### config.mk
export PLATFORM = sky130hd
export DESIGN_NAME = rational_arithmetic_unit
export DESIGN_NICKNAME = d
export VERILOG_FILES = /design/src/design/rau_pkg.sv /design/src/design/rau_datapath.sv /design/src/design/rau_ctrl.sv /design/src/design/rational_arithmetic_unit.sv
export SDC_FILE = /design/constraint.sdc
export NUM_CORES = 2
export LEC_CHECK = 0
export BUFFER_PORTS_ARGS = -buffer_cell sky130_fd_sc_hd__buf_2
export CAP_MARGIN = 20
export CORE_MARGIN = 5
export CORE_UTILIZATION = 45
export DETAILED_ROUTE_END_ITERATION = 16
export SYNTH_ARGS = -nofsm -noshare
export SYNTH_HDL_FRONTEND = slang
export SYNTH_SLANG_ARGS = --single-unit
### constraint.sdc
create_clock -name clk -period 32.5 [get_ports clk]
set_input_delay 6.5 -clock clk [delete_from_list [all_inputs] [get_ports clk]]
set_output_delay 6.5 -clock clk [all_outputs]
set_load 0.005 [all_outputs]
### src/design/rau_pkg.sv
// Package with shared types and constants for the rational arithmetic unit.
`timescale 1ns / 1ps
package rau_pkg;
  localparam int W = 64;

  localparam logic [1:0] CMD_ADD = 2'd0;
  localparam logic [1:0] CMD_SUB = 2'd1;
  localparam logic [1:0] CMD_MUL = 2'd2;
  localparam logic [1:0] CMD_DIV = 2'd3;

  localparam logic [1:0] ST_OK = 2'd0;
  localparam logic [1:0] ST_ZERO = 2'd1;
  localparam logic [1:0] ST_OVF = 2'd2;

  // Datapath operations issued by the controller.
  typedef enum logic [2:0] {
    OP_NONE,
    OP_GCD,
    OP_DIV,
    OP_MUL,
    OP_ADDSUB,
    OP_NEG
  } op_t;

  typedef struct packed {
    logic start;
    op_t op;
    logic [2:0] sa;
    logic [2:0] sb;
    logic [2:0] dst;
    logic sub;
  } dp_cmd_t;

  typedef struct packed {
    logic done;
    logic ovf;
  } dp_sts_t;

  // Register file slots.
  localparam logic [2:0] R_AN = 3'd0;
  localparam logic [2:0] R_AD = 3'd1;
  localparam logic [2:0] R_BN = 3'd2;
  localparam logic [2:0] R_BD = 3'd3;
  localparam logic [2:0] R_G1 = 3'd4;
  localparam logic [2:0] R_G2 = 3'd5;
  localparam logic [2:0] R_T1 = 3'd6;
  localparam logic [2:0] R_T2 = 3'd7;

  function automatic logic [W-1:0] mag(input logic [W-1:0] x);
    mag = x[W-1] ? (~x + 1'b1) : x;
  endfunction
endpackage

### src/design/rau_datapath.sv
// Datapath: register file, shift-subtract divider (also used for gcd), shift-add multiplier, adder and sign negation.
`timescale 1ns / 1ps
module rau_datapath (
  input  logic clk,
  input  logic rst,
  input  logic load,
  input  logic [63:0] in_an,
  input  logic [63:0] in_ad,
  input  logic [63:0] in_bn,
  input  logic [63:0] in_bd,
  input  rau_pkg::dp_cmd_t cmd,
  output rau_pkg::dp_sts_t sts,
  output logic [63:0] r0,
  output logic [63:0] r1
);
  import rau_pkg::*;

  logic [W-1:0] rf [8];
  logic busy;
  op_t op;
  logic [2:0] dst;
  logic [6:0] cnt;
  logic [W-1:0] x, y;
  logic [W-1:0] rem, quo;
  logic [W:0] acc_hi;
  logic [W-1:0] acc_lo;
  logic xneg;
  logic [W:0] trial;
  logic [W-1:0] opa, opb, sum;
  logic done_r, ovf_r;
  logic [W:0] addp;
  logic [2*W-1:0] prod;
  logic pneg;
  logic [W:0] plimit;

  assign opa = rf[cmd.sa];
  assign opb = rf[cmd.sb];
  assign sum = cmd.sub ? (opa - opb) : (opa + opb);
  assign trial = {rem[W-1:0], quo[W-1]} - {1'b0, y};
  assign addp = acc_lo[0] ? ({1'b0, acc_hi[W-1:0]} + {1'b0, x}) : {1'b0, acc_hi[W-1:0]};
  assign prod = {acc_hi[W-1:0], acc_lo};
  assign plimit = pneg ? {1'b0, 1'b1, {(W-1){1'b0}}} : {2'b00, {(W-1){1'b1}}};

  assign r0 = rf[R_T1];
  assign r1 = rf[R_T2];
  assign sts.done = done_r;
  assign sts.ovf = ovf_r;

  always_ff @(posedge clk) begin
    done_r <= 1'b0;
    if (rst) begin
      busy <= 1'b0;
      ovf_r <= 1'b0;
    end else if (load) begin
      rf[R_AN] <= in_an;
      rf[R_AD] <= in_ad;
      rf[R_BN] <= in_bn;
      rf[R_BD] <= in_bd;
      ovf_r <= 1'b0;
    end else if (cmd.start) begin
      op <= cmd.op;
      dst <= cmd.dst;
      unique case (cmd.op)
        OP_GCD: begin
          x <= mag(opa);
          y <= mag(opb);
          busy <= 1'b1;
          cnt <= '0;
          rem <= '0;
          quo <= mag(opa);
        end
        OP_DIV: begin
          xneg <= opa[W-1];
          y <= opb;
          rem <= '0;
          quo <= mag(opa);
          cnt <= '0;
          busy <= 1'b1;
        end
        OP_MUL: begin
          x <= mag(opa);
          acc_lo <= mag(opb);
          acc_hi <= '0;
          pneg <= (opa[W-1] ^ opb[W-1]) && (opa != '0) && (opb != '0);
          cnt <= '0;
          busy <= 1'b1;
        end
        OP_ADDSUB: begin
          rf[cmd.dst] <= sum;
          if (cmd.sub ? ((opa[W-1] ^ opb[W-1]) & (opa[W-1] ^ sum[W-1]))
                      : (~(opa[W-1] ^ opb[W-1]) & (opa[W-1] ^ sum[W-1])))
            ovf_r <= 1'b1;
          done_r <= 1'b1;
        end
        OP_NEG: begin
          if (opb[W-1]) begin
            if (opa == {1'b1, {(W-1){1'b0}}} || opb == {1'b1, {(W-1){1'b0}}})
              ovf_r <= 1'b1;
            rf[R_T1] <= ~opa + 1'b1;
            rf[R_T2] <= ~opb + 1'b1;
          end
          done_r <= 1'b1;
        end
        default: done_r <= 1'b1;
      endcase
    end else if (busy) begin
      unique case (op)
        OP_GCD: begin
          // One remainder bit per cycle; a new Euclid step after each full division.
          if (y == '0) begin
            rf[dst] <= x;
            busy <= 1'b0;
            done_r <= 1'b1;
          end else if (cnt == 7'd64) begin
            x <= y;
            y <= rem;
            quo <= y;
            rem <= '0;
            cnt <= '0;
          end else begin
            cnt <= cnt + 7'd1;
            quo <= {quo[W-2:0], ~trial[W]};
            rem <= trial[W] ? {rem[W-2:0], quo[W-1]} : trial[W-1:0];
          end
        end
        OP_DIV: begin
          if (cnt == 7'd64) begin
            rf[dst] <= xneg ? (~quo + 1'b1) : quo;
            busy <= 1'b0;
            done_r <= 1'b1;
          end else begin
            cnt <= cnt + 7'd1;
            quo <= {quo[W-2:0], ~trial[W]};
            rem <= trial[W] ? {rem[W-2:0], quo[W-1]} : trial[W-1:0];
          end
        end
        OP_MUL: begin
          if (cnt == 7'd64) begin
            if (acc_hi[W-1:0] != '0 || {1'b0, prod[W-1:0]} > plimit) ovf_r <= 1'b1;
            rf[dst] <= pneg ? (~prod[W-1:0] + 1'b1) : prod[W-1:0];
            busy <= 1'b0;
            done_r <= 1'b1;
          end else begin
            cnt <= cnt + 7'd1;
            acc_hi <= {1'b0, addp[W:1]};
            acc_lo <= {addp[0], acc_lo[W-1:1]};
          end
        end
        default: busy <= 1'b0;
      endcase
    end
  end
endmodule

### src/design/rau_ctrl.sv
// Controller: sequences the datapath operations for one transaction.
`timescale 1ns / 1ps
module rau_ctrl (
  input  logic clk,
  input  logic rst,
  input  logic go,
  input  logic [1:0] op_code,
  input  logic zero_err,
  input  logic t1_zero,
  input  rau_pkg::dp_sts_t sts,
  output rau_pkg::dp_cmd_t cmd,
  output logic finish,
  output logic [1:0] status
);
  import rau_pkg::*;

  typedef enum logic [1:0] {S_IDLE, S_ISSUE, S_WAIT} state_t;
  state_t state;
  logic [4:0] step;
  logic [1:0] opc;

  // Program: the datapath command for each step of the operation.
  function automatic dp_cmd_t prog(input logic [1:0] c, input logic [4:0] s);
    dp_cmd_t p;
    p = '0;
    p.start = 1'b1;
    if (c == CMD_ADD || c == CMD_SUB) begin
      unique case (s)
        5'd0: begin p.op = OP_GCD; p.sa = R_AD; p.sb = R_BD; p.dst = R_G1; end
        5'd1: begin p.op = OP_DIV; p.sa = R_AD; p.sb = R_G1; p.dst = R_G2; end
        5'd2: begin p.op = OP_DIV; p.sa = R_BD; p.sb = R_G1; p.dst = R_G1; end
        5'd3: begin p.op = OP_MUL; p.sa = R_AN; p.sb = R_G1; p.dst = R_T1; end
        5'd4: begin p.op = OP_MUL; p.sa = R_BN; p.sb = R_G2; p.dst = R_T2; end
        5'd5: begin
          p.op = OP_ADDSUB; p.sa = R_T1; p.sb = R_T2; p.dst = R_T1;
          p.sub = (c == CMD_SUB);
        end
        default: begin p.op = OP_MUL; p.sa = R_AD; p.sb = R_G1; p.dst = R_T2; end
      endcase
    end else begin
      unique case (s)
        5'd0: begin p.op = OP_GCD; p.sa = R_AN; p.dst = R_G1;
          p.sb = (c == CMD_MUL) ? R_BD : R_BN; end
        5'd1: begin p.op = OP_GCD; p.sa = (c == CMD_MUL) ? R_BN : R_AD;
          p.sb = (c == CMD_MUL) ? R_AD : R_BD; p.dst = R_G2; end
        5'd2: begin p.op = OP_DIV; p.sa = R_AN; p.sb = R_G1; p.dst = R_AN; end
        5'd3: begin p.op = OP_DIV; p.sa = (c == CMD_MUL) ? R_BN : R_BD;
          p.sb = R_G2; p.dst = R_T1; end
        5'd4: begin p.op = OP_DIV; p.sa = R_AD; p.sb = R_G2; p.dst = R_AD; end
        5'd5: begin p.op = OP_DIV; p.sa = (c == CMD_MUL) ? R_BD : R_BN;
          p.sb = R_G1; p.dst = R_T2; end
        5'd6: begin p.op = OP_MUL; p.sa = R_AN; p.sb = R_T1; p.dst = R_T1; end
        default: begin p.op = OP_MUL; p.sa = R_AD; p.sb = R_T2; p.dst = R_T2; end
      endcase
    end
    return p;
  endfunction

  // Reduction tail: gcd, two divides, then the sign fix.
  function automatic dp_cmd_t tail(input logic [4:0] s);
    dp_cmd_t p;
    p = '0;
    p.start = 1'b1;
    unique case (s)
      5'd8: begin p.op = OP_GCD; p.sa = R_T1; p.sb = R_T2; p.dst = R_G1; end
      5'd9: begin p.op = OP_DIV; p.sa = R_T1; p.sb = R_G1; p.dst = R_T1; end
      5'd10: begin p.op = OP_DIV; p.sa = R_T2; p.sb = R_G1; p.dst = R_T2; end
      default: begin p.op = OP_NEG; p.sa = R_T1; p.sb = R_T2; p.dst = R_T1; end
    endcase
    return p;
  endfunction

  always_comb begin
    cmd = '0;
    if (state == S_ISSUE) cmd = (step < 5'd8) ? prog(opc, step) : tail(step);
  end

  always_ff @(posedge clk) begin
    finish <= 1'b0;
    if (rst) begin
      state <= S_IDLE;
      step <= '0;
      status <= ST_OK;
      opc <= CMD_ADD;
    end else begin
      unique case (state)
        S_IDLE: if (go) begin
          opc <= op_code;
          step <= '0;
          if (zero_err) begin
            status <= ST_ZERO;
            finish <= 1'b1;
          end else begin
            state <= S_ISSUE;
          end
        end
        S_ISSUE: state <= S_WAIT;
        S_WAIT: if (sts.done) begin
          if (step == 5'd7) begin
            if (sts.ovf) begin
              status <= ST_OVF; finish <= 1'b1; state <= S_IDLE;
            end else if (t1_zero) begin
              status <= ST_OK; finish <= 1'b1; state <= S_IDLE;
            end else begin
              step <= 5'd8; state <= S_ISSUE;
            end
          end else if (step == 5'd11) begin
            status <= sts.ovf ? ST_OVF : ST_OK;
            finish <= 1'b1;
            state <= S_IDLE;
          end else begin
            step <= step + 5'd1;
            state <= S_ISSUE;
          end
        end
        default: state <= S_IDLE;
      endcase
    end
  end

`ifndef SYNTHESIS
  a_go_idle: assert property (@(posedge clk) disable iff (rst)
    (state != S_IDLE) |-> !go) else $error("start while busy");
  a_fin_idle: assert property (@(posedge clk) disable iff (rst)
    finish |-> state == S_IDLE || state == S_WAIT) else $error("finish out of sequence");
  a_issue_once: assert property (@(posedge clk) disable iff (rst)
    (state == S_ISSUE) |=> state == S_WAIT) else $error("issue not followed by wait");
`endif
endmodule

### src/design/rational_arithmetic_unit.sv
// Top level of the rational arithmetic unit.
// Run time depends on the operands and is set by the bit-serial divider,
// used for every Euclid step and every quotient, and by the shift-add multiplier.
// Throughput: one transaction at a time; a zero denominator runs no datapath operation.
// Reset: synchronous, active high; clears the controller and the output valid flag.
`timescale 1ns / 1ps
module rational_arithmetic_unit (
  input  logic clk,
  input  logic rst,
  input  logic s_tvalid,
  output logic s_tready,
  input  logic [263:0] s_tdata, // cmd, a_num, a_den, b_num, b_den, zero fill
  output logic m_tvalid,
  input  logic m_tready,
  output logic [135:0] m_tdata  // res_num, res_den, status, zero fill
);
  import rau_pkg::*;

  logic busy, go, finish, zero_err, t1_zero;
  logic [1:0] status;
  logic [63:0] r0, r1;
  logic [1:0] opc;
  dp_cmd_t cmd;
  dp_sts_t sts;
  logic [63:0] an, ad, bn, bd;

  assign opc = s_tdata[1:0];
  assign an = s_tdata[65:2];
  assign ad = s_tdata[129:66];
  assign bn = s_tdata[193:130];
  assign bd = s_tdata[257:194];
  assign s_tready = !busy && !m_tvalid;
  assign go = s_tvalid && s_tready;
  assign zero_err = (ad == '0) || (bd == '0) || (opc == CMD_DIV && bn == '0);
  assign t1_zero = (r0 == '0);

  rau_datapath u_dp (
    .clk(clk), .rst(rst), .load(go), .in_an(an), .in_ad(ad), .in_bn(bn), .in_bd(bd),
    .cmd(cmd), .sts(sts), .r0(r0), .r1(r1)
  );

  rau_ctrl u_ctrl (
    .clk(clk), .rst(rst), .go(go), .op_code(opc), .zero_err(zero_err),
    .t1_zero(t1_zero), .sts(sts), .cmd(cmd), .finish(finish), .status(status)
  );

  always_ff @(posedge clk) begin
    if (rst) begin
      busy <= 1'b0;
      m_tvalid <= 1'b0;
    end else begin
      if (go) busy <= 1'b1;
      if (m_tvalid && m_tready) m_tvalid <= 1'b0;
      if (finish) begin
        busy <= 1'b0;
        m_tvalid <= 1'b1;
      end
    end
  end

  always_comb begin
    m_tdata = '0;
    m_tdata[129:128] = status;
    if (status == ST_ZERO) begin
      m_tdata[127:0] = '0;
    end else if (status == ST_OK && r0 == '0) begin
      m_tdata[127:64] = 64'd1;
    end else begin
      m_tdata[63:0] = r0;
      m_tdata[127:64] = r1;
    end
  end
endmodule

==> flow_summary.json <==
{
  "status": "complete, no violations",
  "synth_compound_area_share_pct": 18.7,
  "dpl.hpwl_um": 239000,
  "dpl.cell_count": 10300,
  "fin_util_pct": 50.2,
  "crit_arrival_ns": 13.05,
  "numClockSinks": 928,
  "criticalPathCategory": "flip-flop to flip-flop",
  "drtIter0Drc": 9997,
  "max-cap-violations": 0,
  "cts_setup_buffers": 0,
  "worstMarginPinSlew_ns": 1.27,
  "detail_route.wirelength_um": 316000,
  "grt_busiest_layer": "met1",
  "die_x_um": 409,
  "drive_gt1_share_pct": 12.0,
  "synth.distinct_cells": 126,
  "max_freq_mhz": 79.6,
  "holdPathStages": 1,
  "fillers": 14800,
  "synth_fa_ha_area_share_pct": 4.76,
  "numCtsBuffers": 109,
  "rr_endpoint": "u_dp.rf[5][59]$_DFFE_PP_",
  "grt_pass1_vias": 62800,
  "synth-simple-area-share_pct": 20.0,
  "path_clk_slew_ns": 0.06,
  "cpPeakStageDelay_ns": 0.93,
  "startpoint_type": "flip-flop",
  "synth_edf_count": 911,
  "r2r_start": "u_ctrl.step[1]$_SDFFE_PP0P_",
  "detail-route-antenna-nets": 0,
  "hp-start": "u_ctrl.finish$_SDFF_PP0_",
  "report.final.slew_viol_count": 0,
  "hp-class": "flip-flop to flip-flop",
  "io_buffers": 393,
  "core_area_mm2": 0.158,
  "post-place-ws_ns": 20.27,
  "worstPathRequired_ns": 32.98,
  "maxSlewHeadroom_pct": 15.3,
  "synth_flop_cell": "edfxtp_1",
  "grt_use_total_pct": 36.2,
  "finalSetupViolCount": 0,
  "crit_path_frequent_cell": "buf_4",
  "use_met3_pct": 9.71,
  "grt_antenna_before_repair": 10,
  "htreeDepth": 3,
  "ys_warn_count": 0,
  "met1_usage_pct": 51.4,
  "yosysTopAreaCell": "edfxtp_1",
  "crit_fanout": 38,
  "fin_ws_ns": 19.93,
  "cp-end-kind": "flip-flop",
  "dr.pass1.iters": 6,
  "core.rowCount": 146,
  "synth_top_family_by_area": "simple AND/OR/NAND/NOR gates",
  "cts_hold_buf": 0,
  "die-height_um": 409,
  "finalHoldViolations": 0,
  "p_per_area_mw_per_mm2": 47.9,
  "io_pins": 406,
  "cts-root-buf": "clkbuf_16",
  "use_met2_pct": 51.3,
  "synth_mux_area_share_pct": 5.59,
  "start_util_pct": 45.3,
  "post-route-period-util_pct": 38.7,
  "overflow": 0,
  "grt_max_degree": 210,
  "rsz0062_at_grt": "no",
  "worstSkewPairLatency_ns": 0.77,
  "fin_skew_ns": 0.0484,
  "tritoncts": "done",
  "cts_buffer_depth": 3,
  "r2r_cells": 28,
  "syn_area_per_cell_um2": 8.83,
  "grt_pass1_wl_um": 449000,
  "slowest_stage": "a21oi_1",
  "finalNonFillerCells": 10500,
  "synth_most_common_cell": "nand2_1",
  "synthArstFlopShare_pct": 0,
  "reg2reg_slack_ns": 19.93,
  "p_leak_nw": 31.4,
  "wire_per_inst_um": 30.2,
  "ys_seq_elements": 928,
  "place.gp.congestion": 1.03,
  "synth-xor-area-share_pct": 7.66,
  "ys_seq_area_share_pct": 38.6,
  "nets": 8836,
  "area_growth_pct": 10.8,
  "dieArea_mm2": 0.167,
  "post_cts_resized": 0,
  "drcViolationCount": 0,
  "tns_ns": 0,
  "syn_inst": 8122,
  "vias_per_cell": 6.50,
  "period_minus_slack_ns": 12.57,
  "vias": 68000,
  "netlist_area_mm2": 0.0717,
  "synth_common_cells": "nand2_1 (1314), edfxtp_1 (911), o21ai_0 (679)",
  "synth_area_leaders": "edfxtp_1 (38%), nand2_1 (6.9%), o21ai_0 (4.7%)",
  "vdd_drop_max_mv": 0.0484,
  "synth_top_area_share_pct": 38.1,
  "min_to": "busy$_SDFFE_PP0P_"
}
-- per-stage QoR --
stage / hold slack, ns / total power [W] / area (um^2)
2_1_floorplan: 0.401 / 0.00206 / 71700
3_3_place_gp: 0.419 / 0.00247 / 75700
3_5_place_dp: 0.420 / 0.00248 / 75700
4_1_cts: 0.428 / 0.00375 / 79400
5_1_grt: 0.458 / 0.00391 / 79400
6_report: 0.431 / 0.00381 / 79400
-- routing by layer --
| layer | wire [um] | part of all wire [%] |
|---|---|---|
| met2 | 128000 | 40 |
| met1 | 131000 | 41 |
| met3 | 40400 | 13 |
| met4 | 17300 | 5.5 |
| met5 | 104 | 0.033 |
-- sequential cells by signal, summed over array words and instances, names as in the netlist, 2 cells and up --
signal / count
u_dp.acc_hi: 64
u_dp.rem: 64
u_dp.y: 64
u_dp.acc_lo: 64
u_dp.x: 64
u_dp.rf: 512
u_dp.op: 3
u_ctrl.state: 2
u_ctrl.step: 5
u_dp.cnt: 7
u_dp.quo: 64
u_dp.dst: 3
u_ctrl.opc: 2
u_ctrl.status: 2
-- critical path, delay by kind of cell (launching register included) --
| family | cells | cell delay [ns] |
|---|---|---|
| AOI/OAI and AO/OA | 10 | 4.85 |
| xor gates and xnor gates | 2 | 0.20 |
| adders and majority gates | 2 | 1.02 |
| buffers and inverters | 4 | 1.53 |
| DFF | 1 | 0.36 |
| and+or+nand+nor | 10 | 4.23 |
-- cells by family (layout without fill, tap and decap cells) --
kind of cell / Yosys count / in the layout
and+or+nand+nor: 3027 / 3027
AOI/OAI and AO/OA: 2115 / 2115
DFF: 928 / 928
buffers and inverters: 794 / 1051
xor gates and xnor gates: 626 / 626
muxes: 360 / 360
adders and majority gates: 271 / 271
other: 1 / 12
-- layout by cell type, fill, tap and decap left out, types with 27 or more instances in the layout --
cell type / instances
a211oi_1: 86
a21o_1: 163
a21oi_1: 469
a221oi_1: 41
a31oi_1: 107
and2_1: 108
and3_1: 151
buf_2: 394
buf_4: 186
clkbuf_16: 110
clkinv_1: 29
edfxtp_1: 911
ha_1: 268
inv_1: 263
mux2_2: 51
mux2i_1: 281
mux4_2: 27
nand2_1: 1299
nand2b_1: 45
nand3_1: 201
nand4_1: 109
nor2_1: 554
nor2b_1: 41
nor3_1: 110
nor4_1: 119
o211ai_1: 35
o21a_1: 49
o21ai_0: 676
o21ai_1: 34
o21bai_1: 29
o22ai_1: 41
o31ai_1: 57
or3_1: 72
or4_1: 49
xnor2_1: 351
xor2_1: 274
-- worst max path at each step --
stage	start	to	slack [ns]
6_report	u_ctrl.step[1]$_SDFFE_PP0P_	u_dp.rf[5][59]$_DFFE_PP_	19.93
5_1_grt	u_ctrl.step[0]$_SDFFE_PP0P_	u_dp.rf[5][59]$_DFFE_PP_	19.59
4_1_cts	u_ctrl.step[1]$_SDFFE_PP0P_	u_dp.rf[5][59]$_DFFE_PP_	20.26
3_5_place_dp	u_ctrl.step[0]$_SDFFE_PP0P_	u_dp.rf[4][59]$_DFFE_PP_	20.27
3_3_place_gp	u_ctrl.step[0]$_SDFFE_PP0P_	u_dp.rf[4][59]$_DFFE_PP_	20.33
2_1_floorplan	rst	u_dp.acc_hi[0]$_SDFFCE_PP0P_	15.45
-- cell type report --
cell class                 instances  area [um^2]  area share, %
antenna                            6         15.0         0.0189
sequential                       928        27700           34.9
timing repair buffer             589         3510           4.42
clock buffer                     124         2810           3.53
inverter                         264          991           1.25
clock inverter                    74          826           1.04
tap                             2072         2590           3.26
multi-input combinational       6405        41000           51.6
-- power breakdown --
| group | internal [W] | switching, W | total [W] |
|---|---|---|---|
| Combinational | 0.000340 | 0.000760 | 0.00110 |
| Clock | 0.000732 | 0.000554 | 0.00129 |
| Sequential | 0.00139 | 0.0000257 | 0.00142 |
| Total | 0.00247 | 0.00134 | 0.00381 |
No activity file was read; power rests on OpenSTA's default activity.
